[src/hw/rtl/cma_pkg.sv]
// shared types and constants for the centered moving average block
// no dependencies; used by the top level only
package cma_pkg;

  // width of the window length register
  localparam int CFG_W = 6;

  typedef enum logic [2:0] {
    ST_IDLE,
    ST_SUM,
    ST_DIV,
    ST_WAIT,
    ST_OUT
  } state_t;

endpackage

[src/hw/rtl/cma_store.sv]
// sample store: single write port, single read port, registered read data
// no package dependencies
module cma_store #(
  parameter int DEPTH  = 64,
  parameter int DATA_W = 16,
  parameter int ADDR_W = $clog2(DEPTH)
) (
  input  logic              clk,
  input  logic              wr_en,
  input  logic [ADDR_W-1:0] wr_addr,
  input  logic [DATA_W-1:0] wr_data,
  input  logic              rd_en,
  input  logic [ADDR_W-1:0] rd_addr,
  output logic [DATA_W-1:0] rd_data
);

  logic [DATA_W-1:0] mem [DEPTH];

  always_ff @(posedge clk) begin
    if (wr_en) begin
      mem[wr_addr] <= wr_data;
    end
  end

  always_ff @(posedge clk) begin
    if (rd_en) begin
      rd_data <= mem[rd_addr];
    end
  end

endmodule

[src/hw/rtl/cma_div.sv]
// iterative signed divider, one quotient bit per cycle, truncates toward zero
// divisor is unsigned and nonzero; no package dependencies
module cma_div #(
  parameter int NUM_W = 24,
  parameter int DEN_W = 7
) (
  input  logic                    clk,
  input  logic                    rst,
  input  logic                    start,
  input  logic signed [NUM_W-1:0] dividend,
  input  logic        [DEN_W-1:0] divisor,
  output logic                    done,
  output logic signed [NUM_W-1:0] quotient
);

  localparam int CNT_W = $clog2(NUM_W + 1);

  logic             busy;
  logic [CNT_W-1:0] cnt;
  logic [DEN_W-1:0] rem;
  logic [DEN_W-1:0] den;
  logic [NUM_W-1:0] qmag;
  logic             neg;

  logic [DEN_W:0]   rem_sh;
  logic [DEN_W:0]   rem_dif;
  logic             fits;

  always_comb begin
    rem_sh   = {rem, qmag[NUM_W-1]};
    rem_dif  = rem_sh - {1'b0, den};
    fits     = rem_sh >= {1'b0, den};
    quotient = neg ? -$signed(qmag) : $signed(qmag);
  end

  always_ff @(posedge clk) begin
    if (rst) begin
      busy <= 1'b0;
      done <= 1'b0;
      cnt  <= '0;
    end else begin
      done <= 1'b0;
      if (start) begin
        busy <= 1'b1;
        cnt  <= CNT_W'(NUM_W);
        rem  <= '0;
        den  <= divisor;
        neg  <= dividend[NUM_W-1];
        // magnitude of the most negative value still fits unsigned
        qmag <= dividend[NUM_W-1] ? -dividend : dividend;
      end else if (busy) begin
        rem  <= fits ? rem_dif[DEN_W-1:0] : rem_sh[DEN_W-1:0];
        qmag <= {qmag[NUM_W-2:0], fits};
        cnt  <= cnt - 1'b1;
        if (cnt == CNT_W'(1)) begin
          busy <= 1'b0;
          done <= 1'b1;
        end
      end
    end
  end

endmodule

[src/hw/rtl/centered_moving_average_edge_hold.sv]
// Centered moving average with edge hold over a finite streamed signal.
// Input channel (in_valid/in_ready): sample, end_of_signal marks the last one.
// Output channel (out_valid/out_ready): smoothed, last_of_run on the final
// output of a signal. Config: window_wr_en/window_wr_data write the window
// length, taken at the first sample of each signal (0 acts as 1, values above
// MAX_WINDOW saturate). Write it only while the block is idle.
// Samples live in a MAX_WINDOW+1 entry synchronous store; each output reads
// the 2q+1 window entries one per cycle, then runs a bit-serial divide.
// Each output goes through the window reads and accumulation, then the divide,
// then the handoff to the output channel. A sample that gives no output is
// only written to the store while the block stays idle. The final sample of a
// signal produces up to q+1 outputs in turn, each with its own window walk.
// Only one transaction is in flight: in_ready is low while a result is being
// computed or held, and a stalled receiver holds the block with the result
// steady on the output ports. Reset returns to idle, window length 1, and
// clears the sample count; the store needs no clearing pass.
module centered_moving_average_edge_hold #(
  parameter int MAX_WINDOW   = 63,
  parameter int SAMPLE_WIDTH = 16
) (
  input  logic                           clk,
  input  logic                           rst,
  input  logic                           window_wr_en,
  input  logic [cma_pkg::CFG_W-1:0]      window_wr_data,
  input  logic                           in_valid,
  output logic                           in_ready,
  input  logic signed [SAMPLE_WIDTH-1:0] sample,
  input  logic                           end_of_signal,
  output logic                           out_valid,
  input  logic                           out_ready,
  output logic signed [SAMPLE_WIDTH-1:0] smoothed,
  output logic                           last_of_run
);

  localparam int DEPTH  = MAX_WINDOW + 1;
  localparam int WIN_W  = $clog2(MAX_WINDOW + 1);
  localparam int ADDR_W = WIN_W;
  localparam int SEEN_W = WIN_W + 1;
  localparam int D_W    = WIN_W + 2;
  localparam int SUM_W  = SAMPLE_WIDTH + WIN_W + 2;
  localparam int DEN_W  = WIN_W + 1;
  localparam int CMP_W  = (WIN_W > cma_pkg::CFG_W) ? WIN_W : cma_pkg::CFG_W;

  cma_pkg::state_t state, state_next;

  logic [cma_pkg::CFG_W-1:0] window_reg;
  logic [WIN_W-1:0]          active_w;
  logic [SEEN_W-1:0]         samples_seen;
  logic [ADDR_W-1:0]         newest;
  logic [SEEN_W-1:0]         cur_n;
  logic                      cur_last;
  logic [WIN_W-1:0]          e_pos;
  logic [WIN_W-1:0]          k;
  logic                      issue_done;
  logic                      rd_pend;
  logic                      rd_half;
  logic signed [SUM_W-1:0]   acc;
  logic [SAMPLE_WIDTH-1:0]   smoothed_reg;
  logic                      last_reg;

  // accept-time values
  logic [CMP_W-1:0]  wl_ext;
  logic [WIN_W-1:0]  w_eff;
  logic [WIN_W-1:0]  w_new;
  logic [WIN_W-1:0]  q_new;
  logic [ADDR_W-1:0] newest_new;
  logic              has_result;
  logic              accept;

  // window walk
  logic [WIN_W-1:0]        q;
  logic [WIN_W-1:0]        two_q;
  logic signed [D_W-1:0]   d;
  logic [SEEN_W-1:0]       ud;
  logic [ADDR_W-1:0]       ud_a;
  logic [ADDR_W:0]         idx_wide;
  logic                    half_k;
  logic [SAMPLE_WIDTH-1:0] rd_data;
  logic signed [SUM_W-1:0] rd_ext;
  logic signed [SUM_W-1:0] term;

  logic                    div_start;
  logic                    div_done;
  logic signed [SUM_W-1:0] div_quot;

  always_comb begin
    wl_ext = CMP_W'(window_reg);
    if (wl_ext == '0) begin
      w_eff = WIN_W'(1);
    end else if (wl_ext > CMP_W'(MAX_WINDOW)) begin
      w_eff = WIN_W'(MAX_WINDOW);
    end else begin
      w_eff = wl_ext[WIN_W-1:0];
    end
    w_new = (samples_seen == '0) ? w_eff : active_w;
    q_new = w_new >> 1;
    if (samples_seen == '0) begin
      newest_new = '0;
    end else if (newest == ADDR_W'(DEPTH - 1)) begin
      newest_new = '0;
    end else begin
      newest_new = newest + 1'b1;
    end
    has_result = end_of_signal || (samples_seen >= SEEN_W'(q_new));
    accept     = (state == cma_pkg::ST_IDLE) && in_valid;
  end

  always_comb begin
    q      = active_w >> 1;
    two_q  = {active_w[WIN_W-1:1], 1'b0};
    half_k = !active_w[0] && ((k == '0) || (k == two_q));
    // back distance from the newest sample, held at both signal ends
    d = $signed(D_W'(e_pos)) + $signed(D_W'(q)) - $signed(D_W'(k));
    if (d[D_W-1]) begin
      ud = '0;
    end else if (d > $signed(D_W'(cur_n))) begin
      ud = cur_n;
    end else begin
      ud = d[SEEN_W-1:0];
    end
    ud_a = ud[ADDR_W-1:0];
    if (newest >= ud_a) begin
      idx_wide = {1'b0, newest} - {1'b0, ud_a};
    end else begin
      idx_wide = {1'b0, newest} + (ADDR_W + 1)'(DEPTH) - {1'b0, ud_a};
    end
    rd_ext = {{(SUM_W - SAMPLE_WIDTH){rd_data[SAMPLE_WIDTH-1]}}, rd_data};
    term   = rd_half ? rd_ext : (rd_ext <<< 1);
  end

  cma_store #(
    .DEPTH (DEPTH),
    .DATA_W(SAMPLE_WIDTH),
    .ADDR_W(ADDR_W)
  ) u_store (
    .clk    (clk),
    .wr_en  (accept),
    .wr_addr(newest_new),
    .wr_data(sample),
    .rd_en  ((state == cma_pkg::ST_SUM) && !issue_done),
    .rd_addr(idx_wide[ADDR_W-1:0]),
    .rd_data(rd_data)
  );

  cma_div #(
    .NUM_W(SUM_W),
    .DEN_W(DEN_W)
  ) u_div (
    .clk     (clk),
    .rst     (rst),
    .start   (div_start),
    .dividend(acc),
    .divisor ({active_w, 1'b0}),
    .done    (div_done),
    .quotient(div_quot)
  );

  always_ff @(posedge clk) begin
    if (rst) begin
      state <= cma_pkg::ST_IDLE;
    end else begin
      state <= state_next;
    end
  end

  always_comb begin
    state_next = state;
    in_ready   = 1'b0;
    out_valid  = 1'b0;
    div_start  = 1'b0;
    unique case (state)
      cma_pkg::ST_IDLE: begin
        in_ready = 1'b1;
        if (in_valid && has_result) begin
          state_next = cma_pkg::ST_SUM;
        end
      end
      cma_pkg::ST_SUM: begin
        if (issue_done && !rd_pend) begin
          state_next = cma_pkg::ST_DIV;
        end
      end
      cma_pkg::ST_DIV: begin
        div_start  = 1'b1;
        state_next = cma_pkg::ST_WAIT;
      end
      cma_pkg::ST_WAIT: begin
        if (div_done) begin
          state_next = cma_pkg::ST_OUT;
        end
      end
      cma_pkg::ST_OUT: begin
        out_valid = 1'b1;
        if (out_ready) begin
          state_next = (cur_last && (e_pos != '0)) ? cma_pkg::ST_SUM : cma_pkg::ST_IDLE;
        end
      end
      default: begin
        state_next = cma_pkg::ST_IDLE;
      end
    endcase
  end

  always_ff @(posedge clk) begin
    if (rst) begin
      window_reg   <= cma_pkg::CFG_W'(1);
      active_w     <= WIN_W'(1);
      samples_seen <= '0;
      newest       <= '0;
      k            <= '0;
      issue_done   <= 1'b0;
      rd_pend      <= 1'b0;
    end else begin
      if (window_wr_en) begin
        window_reg <= window_wr_data;
      end
      unique case (state)
        cma_pkg::ST_IDLE: begin
          if (in_valid) begin
            active_w   <= w_new;
            newest     <= newest_new;
            cur_n      <= samples_seen;
            cur_last   <= end_of_signal;
            k          <= '0;
            issue_done <= 1'b0;
            rd_pend    <= 1'b0;
            acc        <= '0;
            if (end_of_signal) begin
              samples_seen <= '0;
              // flush starts at the oldest pending center
              e_pos <= (samples_seen < SEEN_W'(q_new)) ? samples_seen[WIN_W-1:0] : q_new;
            end else begin
              e_pos <= q_new;
              if (samples_seen != '1) begin
                samples_seen <= samples_seen + 1'b1;
              end
            end
          end
        end
        cma_pkg::ST_SUM: begin
          rd_pend <= !issue_done;
          rd_half <= half_k;
          if (!issue_done) begin
            k <= k + 1'b1;
            if (k == two_q) begin
              issue_done <= 1'b1;
            end
          end
          if (rd_pend) begin
            acc <= acc + term;
          end
        end
        cma_pkg::ST_WAIT: begin
          if (div_done) begin
            smoothed_reg <= div_quot[SAMPLE_WIDTH-1:0];
            last_reg     <= cur_last && (e_pos == '0);
          end
        end
        cma_pkg::ST_OUT: begin
          if (out_ready && cur_last && (e_pos != '0)) begin
            e_pos      <= e_pos - 1'b1;
            k          <= '0;
            issue_done <= 1'b0;
            rd_pend    <= 1'b0;
            acc        <= '0;
          end
        end
        default: begin
        end
      endcase
    end
  end

  assign smoothed    = smoothed_reg;
  assign last_of_run = last_reg;

  // one transaction at a time: never ready for input while a result is shown
  assert property (@(posedge clk) disable iff (rst) !(in_ready && out_valid))
    else $error("input accepted while a result is pending");

  // the final output of a signal returns the block to idle with the count cleared
  assert property (@(posedge clk) disable iff (rst)
    (out_valid && out_ready && last_of_run) |=>
      (state == cma_pkg::ST_IDLE) && (samples_seen == '0))
    else $error("signal end did not restart the sample count");

  // the divider only finishes while the control waits for it
  assert property (@(posedge clk) disable iff (rst)
    div_done |-> (state == cma_pkg::ST_WAIT))
    else $error("divider finished outside its wait state");

  // latched window is always a usable length
  assert property (@(posedge clk) disable iff (rst)
    (active_w != '0) && (active_w <= WIN_W'(MAX_WINDOW)))
    else $error("active window out of range");

endmodule
[config.mk]
export PLATFORM = sky130hd
export DESIGN_NAME = centered_moving_average_edge_hold
export DESIGN_NICKNAME = d
export VERILOG_FILES = /design/src/hw/rtl/cma_pkg.sv /design/src/hw/rtl/cma_store.sv /design/src/hw/rtl/cma_div.sv /design/src/hw/rtl/centered_moving_average_edge_hold.sv
export SDC_FILE = /design/constraint.sdc
export NUM_CORES = 1
export LEC_CHECK = 0
export BUFFER_PORTS_ARGS = -buffer_cell sky130_fd_sc_hd__buf_2
export CAP_MARGIN = 20
export CORE_UTILIZATION = 65
export DETAILED_ROUTE_END_ITERATION = 10
export PLACE_DENSITY = 0.79
export SYNTH_ARGS = -nofsm -noshare
export SYNTH_HDL_FRONTEND = slang
export SYNTH_HIERARCHICAL = 1
export SYNTH_SLANG_ARGS = --single-unit
[constraint.sdc]
create_clock -name clk -period 8.4 [get_ports clk]
set_input_delay 0.84 -clock clk [delete_from_list [all_inputs] [get_ports clk]]
set_output_delay 0.84 -clock clk [all_outputs]
set_load 0.1 [all_outputs]
==> flow_summary.ini, run 1 <==
[outcome]
run_status = complete, no violations

[synthesis]
synth_cells = 2815
synth.avg_cell_area_um2 = 17.7
synth_warnings = 6
syn-cell-area_um2 = 49700
syn-num-nets = 2918

[floorplanning]
die_x_um = 279
rows = 101
start_util_pct = 65.6
coreArea_um2 = 75800
die_area_um2 = 77600
num_io_pins = 47
fp.dieH_um = 279

[flow_run]
cap_violations = 0

[critical_path]
startpoint = active_w[3]$_SDFFE_PP0P_
worstReg2RegStart = active_w[3]$_SDFFE_PP0P_
cp_cell_sequence = inv_1 > fa_1 > inv_1 > ha_1 > nand2_1 > o21ai_1 > o21a_1 > nor2_1 > xor2_1 > ha_1 > o21ai_0 > a31oi_1 > o31ai_4 > mux2i_1 > nor2_1 > ha_1 > fa_1 > xnor2_2 > buf_4 > mux4_2 > mux2i_1 > a22oi_1 > a31oi_1 > a311oi_1
critPathCaptureType = register
path_max_fanout = 56
cp.required_ps = 8800
crit_path_frequent_cell = ha_1
crit_type = register to register
crit_slowest_cell = buf_4
worstSetupStartpointType = register
critPathMaxStageDelay_ps = 630
critPathArrivalTime_ps = 7460

[clock_tree]
cts_inserted_buffers = 110
ctsResizeCount = 0
clk_latency_ps = 680
h-tree-depth = 3
clk_pin_slew_worst_paths_ps = 60
clock-sinks = 1178
cts_setup_buffers = 0
ctsHoldBuffers = 0
cts_tree = yes
root_buffer = clkbuf_16
clk_path_buf_depth = 3

[final_layout]
finalNetCount = 3036
area_growth_pct = 10.7
reg_top3 = u_store/mem x1024, acc x24, u_div/qmag x24
final_area_um2 = 55000
largest_reg_flops = 1024
fillers = 4352
drive_above_1_share_pct = 21.3
regMostFlops = u_store/mem
fin_cells = 4009

[sta]
max_freq_mhz = 142
slew_headroom_pct = 22.4
finalSetupTns_ps = 0
fin_crit_sh_pct = 84.0
final-setup-viol-count = 0
finClkSkew_ps = 31.6
worst_pin_slew_ps = 1160
hold_viol = 0
final-max-slew-violation-count = 0
fin_crit_ps = 7060
worst_slack_ps = 1340
rsz0062_at_grt = no

[global_routing]
antenna_found_initial = 5
track_usage_pct = 30.5
grt_overflow = 0
first_global_vias = 27100
grt_max_degree = 86
grt_pass1_wl_um = 172000

[place]
gp_congestion = 0.920
dp_cells = 3788
dpl.hpwl_um = 68700
dp_slack_ps = 1480
dpl_cell_area_um2 = 51100
io_buffers = 46

[route]
vias_per_cell = 6.81
firstDrtPassIters = 8
drtIter0Drc = 3443
routed_wl_um = 117000
routedWlPerCell_um = 29.1
vias = 27300
antenna_left = 0
drcViolationCount = 0

[hold_path]
hp-class = input port to register
holdCritStartpoint = window_wr_data[0]
-- critical path, delay by kind of cell, from the launching register on --
kind	cells	cell delay, ps
buf+inv	3	770
simple gates	3	180
fa+ha+maj	5	1840
compound gates	8	1970
flops	1	430
mux	3	1210
xor+xnor	2	320
-- per-stage QoR --
stage	util, %	hold slack, ps
after floorplan	-	432
after global placement	67.4	471
after detailed placement	67.4	474
after CTS	72.3	370
after global routing	72.6	395
final	72.6	389
-- final timing paths --
kind                                                endpoint  slack [ps]  cells after the start
worst max-delay path            u_store/rd_data[4]$_DFFE_PP_        1340                     24
worst min-delay path              window_reg[0]$_SDFFE_PP1P_         390                      2
worst max register to register  u_store/rd_data[4]$_DFFE_PP_        1340                     24
worst min register to register        u_div/den[1]$_DFFE_PP_         490                      0
-- placed cells by master (no fill, tap or decap), types with 14 or more instances in the layout --
master and n:
a211oi_1 21, a21o_1 14, a21oi_1 88, a221oi_1 16
a22oi_1 39, buf_2 46, buf_4 83, bufinv_16 14
clkbuf_1 16, clkbuf_16 114, clkinv_1 23, clkinv_2 25
dfxtp_1 43, edfxtp_1 1135, ha_1 66, inv_1 70
mux2_2 41, mux2i_1 116, mux4_2 219, nand2_1 115
nand3_1 43, nand4_1 23, nor2_1 157, nor2_2 26
nor2b_1 47, nor3_1 36, o21ai_0 36, xnor2_1 40
xor2_1 30
-- metal layers --
metal | GRT usage, % | routed length (um) | up-vias
li1 | - | - | 11500
met5 | 0 | 40 | -
met1 | 39.5 | 41900 | 13800
met4 | 15.7 | 6120 | 6
met2 | 49.7 | 57500 | 1681
met3 | 5.81 | 11300 | 323
-- cell type report --
class                           count  area, um^2  share of cell area, %
Sequential cell                  1178       34900                   63.5
Tap cell                          978        1220                   2.22
Clock buffer                      131        2930                   5.32
Timing Repair Buffer              146        1170                   2.12
Inverter                           73         287                  0.521
Antenna cell                        3        7.51                 0.0136
Clock inverter                     76         787                   1.43
Multi-Input combinational cell   1424       13700                   24.9
Power of run 1 is left out: the tool's default activity adds up to more than one toggle a clock period on the data nets, which glitch-free logic cannot reach.
==> inputs of run 2 (changes only) <==
--- a/config.mk
+++ b/config.mk
@@ -7,9 +7,9 @@
 export LEC_CHECK = 0
 export BUFFER_PORTS_ARGS = -buffer_cell sky130_fd_sc_hd__buf_2
 export CAP_MARGIN = 20
-export CORE_UTILIZATION = 65
+export CORE_UTILIZATION = 63
 export DETAILED_ROUTE_END_ITERATION = 10
-export PLACE_DENSITY = 0.79
+export PLACE_DENSITY = 0.76
 export SYNTH_ARGS = -nofsm -noshare
 export SYNTH_HDL_FRONTEND = slang
 export SYNTH_HIERARCHICAL = 1
==> constraint.sdc (replaced) <==
create_clock -name clk -period 6.77 [get_ports clk]
set_input_delay 0.677 -clock clk [delete_from_list [all_inputs] [get_ports clk]]
set_output_delay 0.677 -clock clk [all_outputs]
set_load 0.1 [all_outputs]
==> flow_summary.ini, run 2 (synthesized netlist as in run 1, its figures left out) <==
[outcome]
run_status = complete, no violations

[global_routing]
grt_max_degree = 65
use_met1_pct = 39.6
met2_usage_pct = 49.1
grt_overflow = 0
busiest_layer = met2
track_usage_pct = 29.5
antenna_found_initial = 1
grt_pass1_wl_um = 174000
first_global_vias = 27100
use_met3_pct = 4.48

[floorplanning]
num_io_pins = 47
coreArea_um2 = 77700
die_x_um = 283
fp.dieH_um = 283
die_area_um2 = 80100
start_util_pct = 64.0
rows = 102

[clock_tree]
clk_pin_slew_worst_paths_ps = 60
clk_path_buf_depth = 3
root_buffer = clkbuf_16
ctsHoldBuffers = 0
clk_latency_ps = 690
clock-sinks = 1178
cts_tree = yes
h-tree-depth = 3
cts_inserted_buffers = 113

[critical_path]
crit_type = register to register
crit_path_frequent_cell = fa_1
critPathMaxStageDelay_ps = 550
cp.required_ps = 7200
cp-endpoint = u_store/rd_data[5]$_DFFE_PP_
worstReg2RegStart = k[1]$_SDFFE_PP0P_
worstSetupPathDepth = 24
critPathCaptureType = register
worstSetupStartpointType = register
reg2reg_depth = 24
critPathBufInv = 3
crit_slowest_cell = bufinv_8
crit_family = adder cells
critPathArrivalTime_ps = 7000
cp_cell_sequence = inv_1 > fa_1 > fa_1 > a21o_1 > a21oi_1 > nor2b_1 > nor2_1 > o21bai_1 > xnor2_1 > ha_1 > nand4_1 > o22a_1 > o31ai_4 > mux2i_1 > nor2_1 > ha_1 > fa_1 > bufinv_8 > buf_12 > mux4_2 > mux2_2 > nand2_1 > nand4_1 > and4_1
reg2reg_setup_slack_ps = 200
startpoint = k[1]$_SDFFE_PP0P_
path_max_fanout = 64
timing.rr.end = u_store/rd_data[5]$_DFFE_PP_

[sta]
fin_crit_sh_pct = 97.1
final-max-slew-violation-count = 0
worst_slack_ps = 197
slew_headroom_pct = 32.0
max_freq_mhz = 152
final-setup-viol-count = 0
fin_crit_ps = 6570
timing.hold.ws_ps = 242
worst_pin_slew_ps = 1010
finClkSkew_ps = 24.6
hold_viol = 0

[final_layout]
finalNetCount = 3074
drive_above_1_share_pct = 22.2
reg_top3 = u_store/mem x1024, acc x24, u_div/qmag x24
area_growth_pct = 11.2
postLayoutCoreUtil_pct = 71.1
final_area_um2 = 55300
regMostFlops = u_store/mem
layout_common_cells = edfxtp_1, mux4_2, nor2_1, buf_4, clkbuf_16
largest_reg_flops = 1024
final_common_cell = edfxtp_1

[place]
io_buffers = 46
dpl_cell_area_um2 = 51600
gp_congestion = 0.943
dp_slack_ps = 105
dpl.hpwl_um = 71200

[route]
drtIter0Drc = 3749
routed_wl_um = 117000
antenna_left = 0
vias_per_cell = 6.61
vias = 27100
routedWlPerCell_um = 28.5
firstDrtPassIters = 7
drcViolationCount = 0

[flow_run]
cap_violations = 0

[hold_path]
hp-class = input port to register
## run 2: cell types whose count changed in the layout (fill, tap and decap cells not counted), sizes merged
| cell | previous run | this run |
|---|---|---|
| clkinv | 51 | 50 |
| bufinv | 14 | 11 |
| diode | 3 | 1 |
| inv | 79 | 74 |
| clkinvlp | 5 | 1 |
| clkbuf | 131 | 143 |
| buf | 146 | 181 |
## run 2: final cells by class
type | instances | area, um^2
multi-input cells | 1424 | 13700
diodes | 1 | 2.50
well taps | 1040 | 1300
clock buffers | 143 | 3030
repair buffers | 181 | 1380
inverters | 73 | 295
flip-flops and latches | 1178 | 34900
clock inverters | 63 | 601
fillers | 4612 | 22400
## run 2: per-layer routing
layer  part of all wire, %  routed length, um
met5                     0                  0
met3                   9.2              10700
met4                   4.2               4890
met1                    37              42700
met2                    50              58500
## run 2: worst min path at each step
| stage | start | to | slack, ps | cells past startpoint |
|---|---|---|---|---|
| final | window_wr_data[4] | window_reg[4]$_SDFFE_PP0P_ | 240 | 3 |
| after global routing | window_wr_data[4] | window_reg[4]$_SDFFE_PP0P_ | 250 | 3 |
| after CTS | window_wr_data[4] | window_reg[4]$_SDFFE_PP0P_ | 210 | 3 |
| after detailed placement | u_div/cnt[1]$_SDFFE_PP0P_ | u_div/cnt[1]$_SDFFE_PP0P_ | 490 | 2 |
| after global placement | samples_seen[6]$_SDFFE_PP0P_ | cur_n[6]$_DFFE_PP_ | 470 | 0 |
| after floorplan | active_w[0]$_SDFFE_PP1P_ | u_div/den[1]$_DFFE_PP_ | 430 | 0 |
## run 2: per-stage QoR
| step | TNS [ps] | instances |
|---|---|---|
| final | 0 | 4103 |
| after global routing | -26.3 | 4102 |
| after CTS | 0 | 4101 |
| after detailed placement | 0 | 3895 |
| after global placement | 0 | 3895 |
| after floorplan | 0 | 2815 |
## run 2: worst register-to-register path: stages (launching register included)
cell,delay [ps]
dfxtp_1,390
inv_1,110
fa_1,500
fa_1,470
a21o_1,170
a21oi_1,240
nor2b_1,80
nor2_1,90
o21bai_1,90
xnor2_1,150
ha_1,300
nand4_1,90
o22a_1,230
o31ai_4,140
mux2i_1,230
nor2_1,50
ha_1,230
fa_1,440
bufinv_8,550
buf_12,520
mux4_2,380
mux2_2,280
nand2_1,80
nand4_1,240
and4_1,270
## run 2: what timing repair did
action | CTS | global route
setup buffers | 0 | 0
resized for setup | 0 | 19
endpoints found under the hold margin | 0 | 0
setup endpoints to repair | 0 | 16
Power of run 2 is left out for the same reason.
